<file path="src/design/avq_pkg.sv">
// shared types, constants and helpers for the rotation quaternion step
package avq_pkg;

  // pipeline depths of the bit-per-stage units and the trig chain
  localparam int SQRT_STAGES = 32;
  localparam int TRIG_STAGES = 8;
  localparam int DIV_STAGES  = 31;
  // register stages outside the units: three in front, five before trig,
  // one before the divider and three behind it
  localparam int LATENCY = 3 + SQRT_STAGES + 5 + TRIG_STAGES + 1 + DIV_STAGES + 3;

  localparam logic [32:0] ONE_Q32       = 33'h1_0000_0000;
  localparam logic [31:0] HALF_Q32      = 32'h8000_0000;
  localparam logic [31:0] PI4_Q32       = 32'hC90F_DAA2;
  localparam logic [31:0] MIN_ANGLE_Q32 = 32'd4294967;

  // reciprocals ceil(2^36 / d), exact floor division for dividends below 2^30
  localparam logic [33:0] RCP_6  = 34'(((64'd1 << 36) + 64'd5) / 64'd6);
  localparam logic [33:0] RCP_12 = 34'(((64'd1 << 36) + 64'd11) / 64'd12);
  localparam logic [33:0] RCP_20 = 34'(((64'd1 << 36) + 64'd19) / 64'd20);
  localparam logic [33:0] RCP_30 = 34'(((64'd1 << 36) + 64'd29) / 64'd30);
  localparam logic [33:0] RCP_42 = 34'(((64'd1 << 36) + 64'd41) / 64'd42);
  localparam logic [33:0] RCP_48 = 34'(((64'd1 << 36) + 64'd47) / 64'd48);
  localparam logic [33:0] RCP_56 = 34'(((64'd1 << 36) + 64'd55) / 64'd56);

  typedef struct packed {
    logic [2:0][31:0] mag;
    logic [2:0]       neg;
    logic [23:0]      ts;
  } front_t;

  typedef struct packed {
    front_t      fr;
    logic [31:0] angle;
    logic        limited;
    logic        small_ang;
    logic [30:0] s_small;
  } mid_t;

  typedef struct packed {
    logic [2:0][31:0] mag;
    logic [2:0]       neg;
    logic             limited;
    logic             small_ang;
    logic [30:0]      s_small;
    logic [32:0]      cosv;
  } back_t;

  // floor(x / d) by reciprocal multiply
  function automatic logic [29:0] div_rcp(input logic [29:0] x, input logic [33:0] m);
    logic [63:0] p;
    p = {34'b0, x} * {30'b0, m};
    return {2'b0, p[63:36]};
  endfunction

  // floor(x * y / 2^32) where y is at most 2^32
  function automatic logic [29:0] mul_hi30(input logic [29:0] x, input logic [32:0] y);
    logic [62:0] p;
    p = {33'b0, x} * {30'b0, y};
    return p[61:32];
  endfunction

endpackage

</file>
<file path="src/design/avq_div.sv">
// pipelined restoring divider, one quotient bit per stage
module avq_div #(
  parameter int SIDE_W = 1
) (
  input  logic              clk,
  input  logic              rst_n,
  input  logic              in_valid,
  input  logic [63:0]       in_num,
  input  logic [31:0]       in_den,
  input  logic [SIDE_W-1:0] in_side,
  output logic              out_valid,
  output logic [30:0]       out_quot,
  output logic [SIDE_W-1:0] out_side
);
  import avq_pkg::*;

  logic              valid_r [DIV_STAGES];
  logic [31:0]       rem_r   [DIV_STAGES];
  logic [30:0]       lo_r    [DIV_STAGES];
  logic [30:0]       quot_r  [DIV_STAGES];
  logic [31:0]       den_r   [DIV_STAGES];
  logic [SIDE_W-1:0] side_r  [DIV_STAGES];

  for (genvar k = 0; k < DIV_STAGES; k++) begin : g_stage
    logic              pv;
    logic [31:0]       prem;
    logic [30:0]       plo;
    logic [30:0]       pquot;
    logic [31:0]       pden;
    logic [SIDE_W-1:0] pside;
    logic [32:0]       t;
    logic              ge;

    if (k == 0) begin : g_first
      // quotient fits 31 bits, so the top of the dividend is below the divisor
      assign pv    = in_valid;
      assign prem  = in_num[62:31];
      assign plo   = in_num[30:0];
      assign pquot = '0;
      assign pden  = in_den;
      assign pside = in_side;
    end else begin : g_next
      assign pv    = valid_r[k-1];
      assign prem  = rem_r[k-1];
      assign plo   = lo_r[k-1];
      assign pquot = quot_r[k-1];
      assign pden  = den_r[k-1];
      assign pside = side_r[k-1];
    end

    assign t  = {prem, plo[30]};
    assign ge = t >= {1'b0, pden};

    always_ff @(posedge clk) begin
      if (!rst_n) begin
        valid_r[k] <= 1'b0;
      end else begin
        valid_r[k] <= pv;
      end
    end

    always_ff @(posedge clk) begin
      rem_r[k]  <= ge ? 32'(t - {1'b0, pden}) : t[31:0];
      lo_r[k]   <= {plo[29:0], 1'b0};
      quot_r[k] <= {pquot[29:0], ge};
      den_r[k]  <= pden;
      side_r[k] <= pside;
    end
  end

  assign out_valid = valid_r[DIV_STAGES-1];
  assign out_quot  = quot_r[DIV_STAGES-1];
  assign out_side  = side_r[DIV_STAGES-1];

endmodule

</file>
<file path="config.mk">
export PLATFORM = sky130hd
export DESIGN_NAME = avq_div
export DESIGN_NICKNAME = d
export VERILOG_FILES = /design/src/design/avq_pkg.sv /design/src/design/avq_div.sv
export SDC_FILE = /design/constraint.sdc
export NUM_CORES = 2
export LEC_CHECK = 0
export BUFFER_PORTS_ARGS = -buffer_cell sky130_fd_sc_hd__buf_2
export CAP_MARGIN = 5
export CORE_MARGIN = 2
export CORE_UTILIZATION = 30
export CTS_BUF_LIST = sky130_fd_sc_hd__clkbuf_8
export DETAILED_ROUTE_END_ITERATION = 7
export GPL_TIMING_DRIVEN = 0
export PLACE_DENSITY_LB_ADDON = 0.08
export SLEW_MARGIN = 30
export SYNTH_ARGS = -nofsm -noshare
export SYNTH_HDL_FRONTEND = slang
export SYNTH_SLANG_ARGS = --single-unit
</file>
<file path="constraint.sdc">
create_clock -name clk -period 5 [get_ports clk]
set_input_delay 0.5 -clock clk [delete_from_list [all_inputs] [get_ports clk]]
set_output_delay 0.5 -clock clk [all_outputs]
set_load 0.01 [all_outputs]
</file>
After elaboration in Yosys (flattened, before gate mapping)
Memory sizes are Yosys's and may differ from the RTL's.
Index checks and enable logic that the tools add are counted.

storage, ports and cells
  flip-flop bits (word level) = 0
  latch bits = 0
  bits in writable memories = 3,937
  memory bits (read-only) = 0
  memories = 6

cells by class
  add/sub/neg operators = 31
  multiply operators = 0
  div/mod/pow operators = 0
  magnitude comparators = 31
  equality and inequality tests = 0
  shift operators = 0
  multiplexer cells = 64
  bitwise operators = 31
  reductions and logical operators = 0

memory list
  memory   words  width  rd ports  clocked after memory_dff  write ports  line           text
  den_r    31     32     30        0                         31           avq_div.sv:21  logic [31:0] den_r [DIV_STAGES];
  rem_r    31     32     30        0                         31           avq_div.sv:18  logic [31:0] rem_r [DIV_STAGES];
  quot_r   31     31     31        0                         31           avq_div.sv:20  logic [30:0] quot_r [DIV_STAGES];
  lo_r     31     30     30        0                         31           avq_div.sv:19  logic [30:0] lo_r [DIV_STAGES];
  side_r   31     1      31        0                         31           avq_div.sv:22  logic [SIDE_W-1:0] side_r [DIV_STAGES];
  valid_r  31     1      31        0                         31           avq_div.sv:17  logic valid_r [DIV_STAGES];

operator list
  kind                                          number
  greater-or-equal comparator 33 x 32 -> 1 bit  31
  2-to-1 mux 32 bit                             31
  subtractor 32 bit                             31
  2-to-1 mux 1 bit                              33
  OR 1 bit                                      31

Depth between registers and ports, before layout
An unclocked memory read counts as a cell.

  depth after elaboration = 3
  mapped depth = 16
  mapped depth without buffers = 14

Worst setup path before layout
No wires, ideal clock.

  path kind = register -> register
  start = memory lo_r[0][89] in the netlist's numbering
  end = memory rem_r[3][30] (netlist: rem_r[0][126])
  library setup time = 0.123 ns
  arrival time = 3.211 ns
  path slack = 1.665 ns
  stages on the path, launching flop included = 15
  period minus slack after synthesis = 3.335 ns
  path through = dfxtp_1 inv_1 ha_1 fa_1 nor2b_1 o31ai_1 a2111oi_2 nor4b_1 or3_1 o21a_1 or3_1 and3_4 o21ai_2 xor2_1 mux2_1

RTL lines
  element          line
  start, declared  avq_div.sv:19
  end, declared    avq_div.sv:18

==> flow_summary.json <==
{
  "grt_pass1_vias": 89400,
  "vdd_drop_max_v": 0.000310,
  "synthSimpleGateAreaFrac_pct": 9.58,
  "ff_latch_area_sq_um": 58900,
  "worstMarginPinSlew_ps": 1000,
  "arrival_ps": 5670,
  "start_kind": "register",
  "dieHeight_microns": 640,
  "synth_top_area_cell": "dfxtp_1",
  "whs_path_depth": 3,
  "synth_edf_count": 0,
  "rsz0062_at_grt": "no",
  "drive_above_1_share_pct": 11.9,
  "synth_common_cells": "dfxtp_1, inv_1, a21oi_1",
  "endpoint_kind": "register",
  "p_leak_nw": 64.8,
  "synth_compound_area_share_pct": 15.3,
  "die_width_microns": 640,
  "status": "finished clean",
  "hp-class": "input pin to register",
  "setup_violations": 0,
  "drt-total-wl_microns": 342000,
  "r2r_start": "den_r[1][393]",
  "crit_path_end": "rem_r[1][445]",
  "drv_cap": 0,
  "overflow": 0,
  "syn2layout_area_growth_pct": 16.9,
  "r2r-end": "rem_r[1][445]",
  "gp_congestion": 0.849,
  "syn-num-nets": 13400,
  "reg2reg_slack_ps": 340,
  "io_buffers": 131,
  "layout_worst_path_cycle_share_pct": 93.1,
  "synthFlopType": "dfxtp_1",
  "dr.pass1.iters": 5,
  "wl_per_cell_microns": 18.0,
  "cp_max_fo": 10,
  "layout.nets": 14300,
  "grt_antenna_before_repair": 14,
  "netlist_area_sq_um": 121000,
  "fin_crit_ps": 4660,
  "final_antenna_net_count": 0,
  "synth_area_leaders": "dfxtp_1, ha_1, mux2_2",
  "grt_pass1_wl_microns": 520000,
  "ys_seq_area_share_pct": 48.5,
  "muxShareOfSynthArea_pct": 5.18,
  "drt-initial-drc-count": 4836,
  "synth_top_family_by_area": "compound AO/OA/AOI/OAI gates",
  "synth_seq_cells": 2943,
  "clock_sinks": 2943,
  "fin_util_pct": 35.3,
  "grt_max_degree": 17,
  "avgSynthCellArea_sq_um": 9.89,
  "ys_warn_count": 0,
  "ios": 133,
  "vias": 87800,
  "vias_per_cell": 4.63,
  "htreeDepth": 6,
  "worstRegToRegCells": 12,
  "finalSetupTns_ps": 0,
  "rows": 233,
  "synth-xor-area-share_pct": 5.95,
  "timing.fmax_mhz": 215,
  "path_class": "register to register",
  "fillCellCount": 41100,
  "yosys.area_share.adder_pct": 10.7,
  "cts_root_buf": "clkbuf_8",
  "multi_input_area_sq_um": 56800,
  "track_usage_pct": 16.2,
  "drc": 0,
  "hold_viol": 0,
  "clk_latency_ps": 1170,
  "synth_most_common_cell": "dfxtp_1",
  "power.density_nw_per_um2": 759,
  "synthCells": 12300,
  "maxSlewViolCount": 0,
  "cts_buffers": 526,
  "clkTransAtPathRegs_ps": 50,
  "start_util_pct": 30.2,
  "cts_buffer_depth": 4,
  "yosysUniqueCellTypes": 92,
  "startpoint": "den_r[1][393]",
  "slew_headroom_pct": 32.4,
  "finalClockSkew_ps": 69.8,
  "cts_tree": "done",
  "design.die.area_sq_um": 410000,
  "hpwl_microns": 269000,
  "synth_top_area_share_pct": 48.5,
  "cp_data_required_time_ps": 6010,
  "async_reset_ff_share_pct": 0,
  "core-area_sq_um": 403000
}
## metrics by stage
step / hold WS (ps) / instance area (sq um) / std cells / worst slack [ps] / power [mW]
5_1_grt: 81.3 / 142000 / 18900 / 13.0 / 117
3_5_place_dp: 312 / 129000 / 17800 / 160 / 84.8
4_1_cts: 7.67 / 142000 / 18900 / 109 / 110
2_1_floorplan: 310 / 121000 / 12300 / 1670 / 70.2
3_3_place_gp: 310 / 129000 / 17800 / 174 / 84.9
6_report: 189 / 142000 / 18900 / 343 / 108
## cells in the final DEF (no fill, tap or decap), drive strengths merged, types with 64 or more instances in the layout
cell,synthesis,layout
nor2,661,661
buf,88,219
a31oi,97,97
inv,1244,1404
xnor2,510,510
nor2b,156,156
a21oi,1047,1047
nor3,119,119
o21bai,135,135
xor2,315,315
nand2b,133,133
mux2,522,522
clkbuf,175,841
nand2,667,667
o21ai,642,642
nand4,166,166
clkinv,0,64
nand3,194,194
dfxtp,2943,2943
ha,992,992
dlygate4sd3,0,188
a211oi,81,81
o21a,151,151
and3,94,94
and2,67,67
a21o,453,453
## layout make-up
| class | instances | area share (%) |
|---|---|---|
| diodes | 7 | 0.0123 |
| plain buffers | 263 | 0.775 |
| clock buffers | 666 | 6.45 |
| clock inverters | 264 | 1.45 |
| inverters | 1244 | 3.29 |
| multi-input cells | 7832 | 40.0 |
| flip-flops and latches | 2943 | 41.5 |
| well taps | 5405 | 4.76 |
| repair buffers | 319 | 1.79 |
## how the worst min path moves through the flow
stage / startpoint / to / slack, ps
final: in_num[55] / rem_r[0][25] / 190
after global routing: in_num[42] / rem_r[0][12] / 80
after CTS: in_num[50] / rem_r[0][20] / 8
after detailed placement: lo_r[0][42] / lo_r[0][73] / 310
after global placement: lo_r[1][4] / lo_r[1][35] / 310
after floorplan: lo_r[0][69] / lo_r[0][100] / 310
## power breakdown
| part | switching (mW) | internal, mW | leakage (nW) |
|---|---|---|---|
| logic | 28.0 | 21.6 | 33.8 |
| registers | 4.09 | 30.6 | 24.8 |
| clock network | 10.2 | 13.3 | 6.24 |
| total | 42.3 | 65.5 | 64.8 |
## layer usage
metal	track usage [%]	share of wire (%)
met2	28.6	49
met5	0	0
met4	4.88	2.7
met3	2.52	4.4
met1	20.2	44
## sequential cells by signal (all words and copies together), names as in the netlist
signal,flops
side_r,31
den_r,960
rem_r,960
lo_r,465
valid_r,31
quot_r,496
## logic make-up after synthesis
logic type,after synthesis
AND/OR/NAND/NOR,2428
buffers and inverters,1507
AO/OA/AOI/OAI,2993
multiplexers,564
XOR/XNOR,825
flip-flops,2943
adder cells (fa/ha/maj),1022
## critical path: stages, from the launching register on
cell,delay [ps]
dfxtp_1,360
inv_1,50
ha_1,370
nand2_1,110
nor3_1,580
a21oi_1,300
o311ai_2,580
a31oi_1,170
o21ai_0,210
a21oi_1,90
o21ai_1,790
buf_2,530
mux2_2,390
## repair_timing
| action | 4_1_cts | 5_1_grt |
|---|---|---|
| buffers inserted | 0 | 0 |
| hold buffers | 188 | 0 |
| resized for setup | 0 | 7 |
| setup endpoints to repair | 0 | 31 |
| endpoints found under the hold margin | 126 | 0 |
(Power assumes the default switching activity.)
